`config.mk`:
```
export PLATFORM = sky130hd
export DESIGN_NAME = lfu_key_value_cache
export DESIGN_NICKNAME = d
export VERILOG_FILES = /design/src/sv/lfukv_pkg.sv /design/src/sv/lfukv_ram.sv /design/src/sv/lfukv_ctrl.sv /design/src/sv/lfukv_dp.sv /design/src/sv/lfu_key_value_cache.sv
export SDC_FILE = /design/constraint.sdc
export NUM_CORES = 2
export LEC_CHECK = 0
export BUFFER_PORTS_ARGS = -buffer_cell sky130_fd_sc_hd__buf_2
export CORE_MARGIN = 1.5
export CORE_UTILIZATION = 50
export CTS_CLUSTER_DIAMETER = 150
export DETAILED_ROUTE_END_ITERATION = 8
export PLACE_DENSITY = 0.68
export SLEW_MARGIN = 20
export SYNTH_ARGS = -nofsm -noshare
export SYNTH_HDL_FRONTEND = slang
export SYNTH_SLANG_ARGS = --single-unit
```
`constraint.sdc`:
```
create_clock -name aclk -period 14.3 [get_ports aclk]
set_clock_uncertainty 0.2 [all_clocks]
set_input_delay 0.715 -clock aclk [delete_from_list [all_inputs] [get_ports aclk]]
set_output_delay 0.715 -clock aclk [all_outputs]
set_load 0.1 [all_outputs]
```
`src/sv/lfukv_pkg.sv`:
```
// Shared types and constants for the LFU key-value cache.
package lfukv_pkg;

    localparam int CAP_W = 5;
    localparam logic [CAP_W-1:0] CAP_RESET = 5'd16;

    localparam logic FUNC_GET = 1'b0;
    localparam logic FUNC_PUT = 1'b1;

    localparam logic signed [31:0] READ_MISS = -32'sd1;
    localparam logic [31:0] COUNT_MAX = 32'hFFFF_FFFF;
    localparam logic [31:0] COUNT_ONE = 32'd1;

    typedef struct packed {
        logic               func;
        logic signed [31:0] lookup_key;
        logic signed [31:0] write_value;
    } in_beat_t;

    typedef struct packed {
        logic               hit;
        logic signed [31:0] read_value;
        logic               evicted;
        logic signed [31:0] evicted_key;
    } out_beat_t;

    typedef struct packed {
        logic start;
        logic scan_rd;
        logic sweep_rd;
        logic decide;
        logic commit;
        logic load_out;
    } cmd_t;

    typedef struct packed {
        logic need_update;
        logic out_free;
    } status_t;

endpackage

```
`src/sv/lfukv_ram.sv`:
```
// Generic memory with one write port and one registered read port.
module lfukv_ram #(
    parameter int WIDTH = 32,
    parameter int DEPTH = 16
) (
    input  logic                                        aclk,
    input  logic                                        we,
    input  logic [(DEPTH > 1 ? $clog2(DEPTH) : 1)-1:0] waddr,
    input  logic [WIDTH-1:0]                            wdata,
    input  logic [(DEPTH > 1 ? $clog2(DEPTH) : 1)-1:0] raddr,
    output logic [WIDTH-1:0]                            rdata
);

    logic [WIDTH-1:0] mem [DEPTH];
    logic [WIDTH-1:0] rdata_reg;

    always_ff @(posedge aclk) begin
        if (we) begin
            mem[waddr] <= wdata;
        end
        rdata_reg <= mem[raddr];
    end

    assign rdata = rdata_reg;

endmodule

```
`src/sv/lfukv_ctrl.sv`:
```
// Controller state machine that sequences the scan, decision, rank sweep and commit.
module lfukv_ctrl #(
    parameter int MAX_ENTRIES = 16
) (
    input  logic                                              aclk,
    input  logic                                              aresetn,
    input  logic                                              s_valid,
    output logic                                              s_ready,
    input  lfukv_pkg::status_t                                status,
    output lfukv_pkg::cmd_t                                   cmd,
    output logic [(MAX_ENTRIES > 1 ? $clog2(MAX_ENTRIES) : 1)-1:0] addr
);

    import lfukv_pkg::*;

    localparam int AW = (MAX_ENTRIES > 1) ? $clog2(MAX_ENTRIES) : 1;
    localparam logic [AW-1:0] LAST = AW'(MAX_ENTRIES - 1);

    typedef enum logic [6:0] {
        ST_IDLE   = 7'b0000001,
        ST_SCAN   = 7'b0000010,
        ST_DRAIN  = 7'b0000100,
        ST_DECIDE = 7'b0001000,
        ST_SWEEP  = 7'b0010000,
        ST_COMMIT = 7'b0100000,
        ST_DONE   = 7'b1000000
    } state_t;

    state_t state_reg, state_next;
    logic [AW-1:0] cnt_reg, cnt_next;

    always_comb begin
        state_next = state_reg;
        cnt_next   = cnt_reg;
        cmd        = '0;
        s_ready    = 1'b0;
        case (state_reg)
            ST_IDLE: begin
                s_ready = 1'b1;
                if (s_valid) begin
                    cmd.start  = 1'b1;
                    cnt_next   = '0;
                    state_next = ST_SCAN;
                end
            end
            ST_SCAN: begin
                cmd.scan_rd = 1'b1;
                if (cnt_reg == LAST) begin
                    cnt_next   = '0;
                    state_next = ST_DRAIN;
                end else begin
                    cnt_next = cnt_reg + 1'b1;
                end
            end
            ST_DRAIN: begin
                state_next = ST_DECIDE;
            end
            ST_DECIDE: begin
                cmd.decide = 1'b1;
                state_next = status.need_update ? ST_SWEEP : ST_DONE;
            end
            ST_SWEEP: begin
                cmd.sweep_rd = 1'b1;
                if (cnt_reg == LAST) begin
                    cnt_next   = '0;
                    state_next = ST_COMMIT;
                end else begin
                    cnt_next = cnt_reg + 1'b1;
                end
            end
            ST_COMMIT: begin
                cmd.commit = 1'b1;
                state_next = ST_DONE;
            end
            ST_DONE: begin
                if (status.out_free) begin
                    cmd.load_out = 1'b1;
                    state_next   = ST_IDLE;
                end
            end
            default: begin
                state_next = ST_IDLE;
            end
        endcase
    end

    always_ff @(posedge aclk) begin
        if (!aresetn) begin
            state_reg <= ST_IDLE;
            cnt_reg   <= '0;
        end else begin
            state_reg <= state_next;
            cnt_reg   <= cnt_next;
        end
    end

    assign addr = cnt_reg;

endmodule

```
`src/sv/lfukv_dp.sv`:
```
// Datapath holding the entry tables, search registers, decision logic and result register.
module lfukv_dp #(
    parameter int MAX_ENTRIES = 16
) (
    input  logic                                              aclk,
    input  logic                                              aresetn,
    input  lfukv_pkg::cmd_t                                   cmd,
    input  logic [(MAX_ENTRIES > 1 ? $clog2(MAX_ENTRIES) : 1)-1:0] addr,
    output lfukv_pkg::status_t                                status,
    input  lfukv_pkg::in_beat_t                               s_data,
    input  logic                                              cfg_valid,
    input  logic [lfukv_pkg::CAP_W-1:0]                       cfg_data,
    output logic                                              m_valid,
    input  logic                                              m_ready,
    output lfukv_pkg::out_beat_t                              m_data
);

    import lfukv_pkg::*;

    localparam int AW    = (MAX_ENTRIES > 1) ? $clog2(MAX_ENTRIES) : 1;
    localparam int CW    = $clog2(MAX_ENTRIES + 1);
    localparam int CMP_W = (CW > CAP_W) ? CW : CAP_W;

    logic [CAP_W-1:0]       capacity_reg;
    logic [MAX_ENTRIES-1:0] valid_reg;
    in_beat_t               in_reg;

    logic          eval_vld_reg, sw_vld_reg;
    logic [AW-1:0] eval_idx_reg, sw_idx_reg;

    logic          found_reg, free_reg, vic_reg;
    logic [AW-1:0] m_slot_reg, f_slot_reg, v_slot_reg;
    logic [31:0]   m_data_reg, m_count_reg, v_key_reg, v_count_reg;
    logic [AW-1:0] m_rank_reg, v_rank_reg;
    logic [CW-1:0] nvalid_reg;

    logic [AW-1:0] slot_reg, old_rank_reg;
    logic          inf_reg;
    logic [31:0]   nkey_reg, ndata_reg, ncount_reg;
    out_beat_t     res_reg, out_beat_reg;
    logic          m_valid_reg;

    logic [31:0]   key_rd, data_rd, count_rd;
    logic [AW-1:0] rank_rd;
    logic          e_valid;

    logic [CMP_W-1:0] cap_eff;
    logic             is_put;
    logic             upd;
    logic [AW-1:0]    t_slot, t_old_rank;
    logic             t_inf;
    logic [31:0]      t_key, t_data, t_count;
    out_beat_t        t_res;

    logic          rank_we;
    logic [AW-1:0] rank_wdata;

    lfukv_ram #(.WIDTH(32), .DEPTH(MAX_ENTRIES)) u_key_ram (
        .aclk  (aclk),
        .we    (cmd.commit),
        .waddr (slot_reg),
        .wdata (nkey_reg),
        .raddr (addr),
        .rdata (key_rd)
    );

    lfukv_ram #(.WIDTH(32), .DEPTH(MAX_ENTRIES)) u_data_ram (
        .aclk  (aclk),
        .we    (cmd.commit),
        .waddr (slot_reg),
        .wdata (ndata_reg),
        .raddr (addr),
        .rdata (data_rd)
    );

    lfukv_ram #(.WIDTH(32), .DEPTH(MAX_ENTRIES)) u_count_ram (
        .aclk  (aclk),
        .we    (cmd.commit),
        .waddr (slot_reg),
        .wdata (ncount_reg),
        .raddr (addr),
        .rdata (count_rd)
    );

    lfukv_ram #(.WIDTH(AW), .DEPTH(MAX_ENTRIES)) u_rank_ram (
        .aclk  (aclk),
        .we    (rank_we),
        .waddr (sw_idx_reg),
        .wdata (rank_wdata),
        .raddr (addr),
        .rdata (rank_rd)
    );

    assign e_valid = valid_reg[eval_idx_reg];

    always_ff @(posedge aclk) begin
        if (!aresetn) begin
            capacity_reg <= CAP_RESET;
            valid_reg    <= '0;
            eval_vld_reg <= 1'b0;
            sw_vld_reg   <= 1'b0;
            m_valid_reg  <= 1'b0;
        end else begin
            if (cfg_valid) begin
                capacity_reg <= cfg_data;
            end
            if (cmd.commit) begin
                valid_reg[slot_reg] <= 1'b1;
            end
            eval_vld_reg <= cmd.scan_rd;
            sw_vld_reg   <= cmd.sweep_rd;
            if (cmd.load_out) begin
                m_valid_reg <= 1'b1;
            end else if (m_ready) begin
                m_valid_reg <= 1'b0;
            end
        end
    end

    always_ff @(posedge aclk) begin
        eval_idx_reg <= addr;
        sw_idx_reg   <= addr;
        if (cmd.start) begin
            in_reg     <= s_data;
            found_reg  <= 1'b0;
            free_reg   <= 1'b0;
            vic_reg    <= 1'b0;
            nvalid_reg <= '0;
        end else if (eval_vld_reg) begin
            if (e_valid) begin
                nvalid_reg <= nvalid_reg + 1'b1;
                if (!found_reg && key_rd == in_reg.lookup_key) begin
                    found_reg   <= 1'b1;
                    m_slot_reg  <= eval_idx_reg;
                    m_data_reg  <= data_rd;
                    m_count_reg <= count_rd;
                    m_rank_reg  <= rank_rd;
                end
                if (!vic_reg || count_rd < v_count_reg ||
                    (count_rd == v_count_reg && rank_rd > v_rank_reg)) begin
                    vic_reg     <= 1'b1;
                    v_slot_reg  <= eval_idx_reg;
                    v_key_reg   <= key_rd;
                    v_count_reg <= count_rd;
                    v_rank_reg  <= rank_rd;
                end
            end else if (!free_reg) begin
                free_reg   <= 1'b1;
                f_slot_reg <= eval_idx_reg;
            end
        end
        if (cmd.decide) begin
            slot_reg     <= t_slot;
            old_rank_reg <= t_old_rank;
            inf_reg      <= t_inf;
            nkey_reg     <= t_key;
            ndata_reg    <= t_data;
            ncount_reg   <= t_count;
            res_reg      <= t_res;
        end
        if (cmd.load_out) begin
            out_beat_reg <= res_reg;
        end
    end

    always_comb begin
        if (CMP_W'(capacity_reg) > CMP_W'(MAX_ENTRIES)) begin
            cap_eff = CMP_W'(MAX_ENTRIES);
        end else begin
            cap_eff = CMP_W'(capacity_reg);
        end
        is_put            = (in_reg.func == FUNC_PUT);
        upd               = 1'b0;
        t_slot            = m_slot_reg;
        t_old_rank        = m_rank_reg;
        t_inf             = 1'b0;
        t_key             = in_reg.lookup_key;
        t_data            = in_reg.write_value;
        t_count           = COUNT_ONE;
        t_res.hit         = 1'b0;
        t_res.read_value  = is_put ? 32'sd0 : READ_MISS;
        t_res.evicted     = 1'b0;
        t_res.evicted_key = 32'sd0;
        if (cap_eff != '0) begin
            if (found_reg) begin
                upd              = 1'b1;
                t_res.hit        = 1'b1;
                t_res.read_value = is_put ? 32'sd0 : m_data_reg;
                t_data           = is_put ? in_reg.write_value : m_data_reg;
                t_count          = (m_count_reg == COUNT_MAX) ? m_count_reg
                                                              : m_count_reg + 32'd1;
            end else if (is_put) begin
                upd = 1'b1;
                if (CMP_W'(nvalid_reg) >= cap_eff || !free_reg) begin
                    t_res.evicted     = 1'b1;
                    t_res.evicted_key = v_key_reg;
                    t_slot            = v_slot_reg;
                    t_old_rank        = v_rank_reg;
                end else begin
                    t_slot     = f_slot_reg;
                    t_old_rank = '0;
                    t_inf      = 1'b1;
                end
            end
        end
    end

    always_comb begin
        rank_we    = 1'b0;
        rank_wdata = rank_rd + 1'b1;
        if (sw_vld_reg) begin
            if (sw_idx_reg == slot_reg) begin
                rank_we    = 1'b1;
                rank_wdata = '0;
            end else if (valid_reg[sw_idx_reg] && (inf_reg || rank_rd < old_rank_reg)) begin
                rank_we = 1'b1;
            end
        end
    end

    assign status.need_update = upd;
    assign status.out_free    = !m_valid_reg || m_ready;
    assign m_valid            = m_valid_reg;
    assign m_data             = out_beat_reg;

endmodule

```
`src/sv/lfu_key_value_cache.sv`:
```
// Top level of the LFU key-value cache with least-recently-used tie-breaking.
// Each operation reads every one of the MAX_ENTRIES slots once, one slot per cycle, to find the
// key, a free slot and the replacement victim. An operation that changes the store then makes
// a second pass over the slots to age the recency ranks and writes the slot; a get miss, or
// any operation while the capacity register is zero, skips the second pass. The slots are read
// one at a time because the entry tables have one read port. A new input beat is taken while
// the previous result beat waits in the output register. The capacity register may be written
// at any time the block is idle, and takes effect on the next operation; its reset value is 16.
module lfu_key_value_cache #(
    parameter int MAX_ENTRIES = 16
) (
    input  logic                             aclk,
    input  logic                             aresetn,
    input  logic                             s_valid,
    output logic                             s_ready,
    input  lfukv_pkg::in_beat_t              s_data,
    output logic                             m_valid,
    input  logic                             m_ready,
    output lfukv_pkg::out_beat_t             m_data,
    input  logic                             cfg_valid,
    output logic                             cfg_ready,
    input  logic [lfukv_pkg::CAP_W-1:0]      cfg_data
);

    import lfukv_pkg::*;

    localparam int AW = (MAX_ENTRIES > 1) ? $clog2(MAX_ENTRIES) : 1;

    cmd_t          cmd;
    status_t       status;
    logic [AW-1:0] addr;

    assign cfg_ready = 1'b1;

    lfukv_ctrl #(.MAX_ENTRIES(MAX_ENTRIES)) u_ctrl (
        .aclk    (aclk),
        .aresetn (aresetn),
        .s_valid (s_valid),
        .s_ready (s_ready),
        .status  (status),
        .cmd     (cmd),
        .addr    (addr)
    );

    lfukv_dp #(.MAX_ENTRIES(MAX_ENTRIES)) u_dp (
        .aclk      (aclk),
        .aresetn   (aresetn),
        .cmd       (cmd),
        .addr      (addr),
        .status    (status),
        .s_data    (s_data),
        .cfg_valid (cfg_valid),
        .cfg_data  (cfg_data),
        .m_valid   (m_valid),
        .m_ready   (m_ready),
        .m_data    (m_data)
    );

endmodule
```
==> impl_metrics.toml <==
[run_status]
outcome = "finished clean"

[cts]
clock-sinks = 2197
cts.clk_slew.worst_paths_ns = 0.07
cts_resized = 0
root_buffer = "clkbuf_16"
cts.htree.levels = 4
cts_tree = "done"
cts_buffers = 203
cts_setup_buffers = 0
clk_latency_ns = 0.84
clockBufferDepth = 3
cts_hold_buf = 72

[timing]
finalSetupTns_ns = 0
fmax_mhz = 207.8
whs_ns = 0.06469
min_period_ns = 4.812
grt_setup_unrepaired = "false"
worst_pin_slew_ns = 1.086
final.setup.worst_slack_ns = 9.488
setup_viol = 0
relSlewSlack_pct = 27.58
period_share_pct = 33.65
slew_viol_final = 0
hold_viol = 0

[logic_synthesis]
postSynthCellCount = 3548
yosys.cell_types.count = 61
syn_area_sq_mm = 0.08093
synth-main-ff-cell = "edfxtp_1"
yosysWarnings = 0
synth.avg_cell_area_sq_um = 22.81
synth_edf_count = 2050
async_flop_share_pct = 0
syn_nets = 3671
yosysSeqAreaShare_pct = 79.70
ys_ff_latch = 2197

[placed_design]
gp_congestion = 0.7906
place_ws_ns = 9.499
portBuffers = 142
dp_hpwl_um = 90570

[cells_and_area]
nFillCells = 11400
mostFrequentLayoutCells = "edfxtp_1 (2050), mux4_2 (503), clkbuf_16 (207)"
area_delta_synth_final_pct = 13.90
drive_gt1_share_pct = 26.93
layout.nets = 4018
reg_top3 = "u_dp.u_count_ram.mem x512, u_dp.u_data_ram.mem x512, u_dp.u_key_ram.mem x512"
layout_commonest_cell = "edfxtp_1"

[detailed_routing]
drt_wl_total_um = 176000
ant_nets = 0
vias_per_cell = 5.879
drc = 0
first_iter_violations = 3920
vias = 36650
first_pass_iters = 5
routedWlPerCell_um = 28.24

[job]
max_cap_viol_count = 0

[floorplan]
fp-row-count = 147
dieWidth_um = 405.3
core_sq_mm = 0.1606
die_area_sq_mm = 0.1643
start_util_pct = 50.40
pin_count = 144
die_y_um = 405.3

[global_route]
antenna_found_initial = 6
grt_pass1_wl_um = 255200
grt_pass1_vias = 37520
grt_use_total_pct = 21.68
overflow = 0
grt_max_degree = 116

[worst_setup_path]
end_kind = "flip-flop"
startpoint_type = "flip-flop"
required_ns = 14.53
critical_path_arrival_ns = 5.04
critPathKind = "reg -> reg"
r2r_cells = 6
cp_max_fo = 42

[power_and_ir_drop]
ir_worst_vdd_mv = 0.1305
cellPowerDensity_mw_per_mm2 = 138.0
p_leak_nw = 27.06

[min_path]
hold_path_depth = 3
hp-class = "in -> reg"
cell usage after synthesis (all sizes together) (9+ instances only):
| master | number | area, sq um |
|---|---|---|
| and2 | 33 | 206.5 |
| nand2b | 15 | 93.84 |
| o21ai | 27 | 135.1 |
| ha | 48 | 600.6 |
| dfxtp | 147 | 2943 |
| clkbuf | 91 | 342.8 |
| a21oi | 30 | 150.1 |
| nand3 | 23 | 115.1 |
| mux2i | 17 | 170.2 |
| mux2 | 35 | 394.1 |
| mux4 | 503 | 11330 |
| nand4 | 17 | 121.4 |
| o21a | 9 | 67.56 |
| nor2 | 159 | 604.3 |
| xor2 | 44 | 385.4 |
| inv | 50 | 187.7 |
| xnor2 | 25 | 219.0 |
| buf | 57 | 282.8 |
| nor4 | 15 | 115.1 |
| nor3 | 32 | 165.2 |
| edfxtp | 2050 | 61560 |
| nand2 | 56 | 212.7 |
worst paths after layout:
check / from / endpoint / slack [ns]
max: u_ctrl.state_reg[1] / u_dp.u_key_ram.mem[1][9] / 9.49
min: cfg_valid / u_dp.capacity_reg[0] / 0.06
max reg2reg: u_ctrl.state_reg[1] / u_dp.u_key_ram.mem[1][9] / 9.49
min reg2reg: u_dp.res_reg[28] / u_dp.m_data[28] / 0.19
critical path, cell delays in order, from the launching register on:
cell and delay, ns:
dfxtp_1 0.39, nor4_2 0.50, nand4bb_1 0.35, or3_1 0.56
nor2_4 0.77, buf_4 0.80, buf_4 0.80
power by group:
group          internal, mW  switching, mW
registers              6.97         0.0215
logic                 0.105          0.121
clock network          3.16           2.35
per-layer routing:
layer  wire length [um]  GRT usage [%]  vias to the layer above
met5                 13              0                        -
met4               4108          5.962                        2
met3              13260          4.525                      253
met2              83990          33.83                     1429
met1              74670          31.35                    19570
li1                   -              -                    15400
metrics by stage:
stage / power, mW / cells / utilization (%) / instance area (sq um)
global placement: 7.336 / 5775 / 52.62 / 84480
CTS: 12.81 / 6231 / 57.35 / 92090
floorplan: 7.260 / 3548 / - / 80930
detailed placement: 7.338 / 5775 / 52.62 / 84480
finish: 12.73 / 6235 / 57.41 / 92180
global route: 13.07 / 6235 / 57.41 / 92180
cell families after synthesis:
logic type               share of synthesized area (%)
flip-flops                                       79.70
multiplexers                                     14.70
buffers and inverters                            1.005
AO/OA/AOI/OAI                                   0.6988
other                                         0.004634
XOR/XNOR                                        0.7467
adder cells (fa/ha/maj)                         0.7421
AND/OR/NAND/NOR                                  2.406
area by class of cell:
type	count	area (sq um)	share of cell area [%]
diodes	1	2.502	0.002715
clock buffers	271	5590	6.065
clock inverters	113	1291	1.401
inverters	50	190.2	0.2063
multi-input cells	1153	15790	17.13
flip-flops and latches	2197	64520	69.99
well taps	2160	2703	2.932
repair buffers	290	2092	2.270
Note: power is estimated with default switching activity, not from simulation.
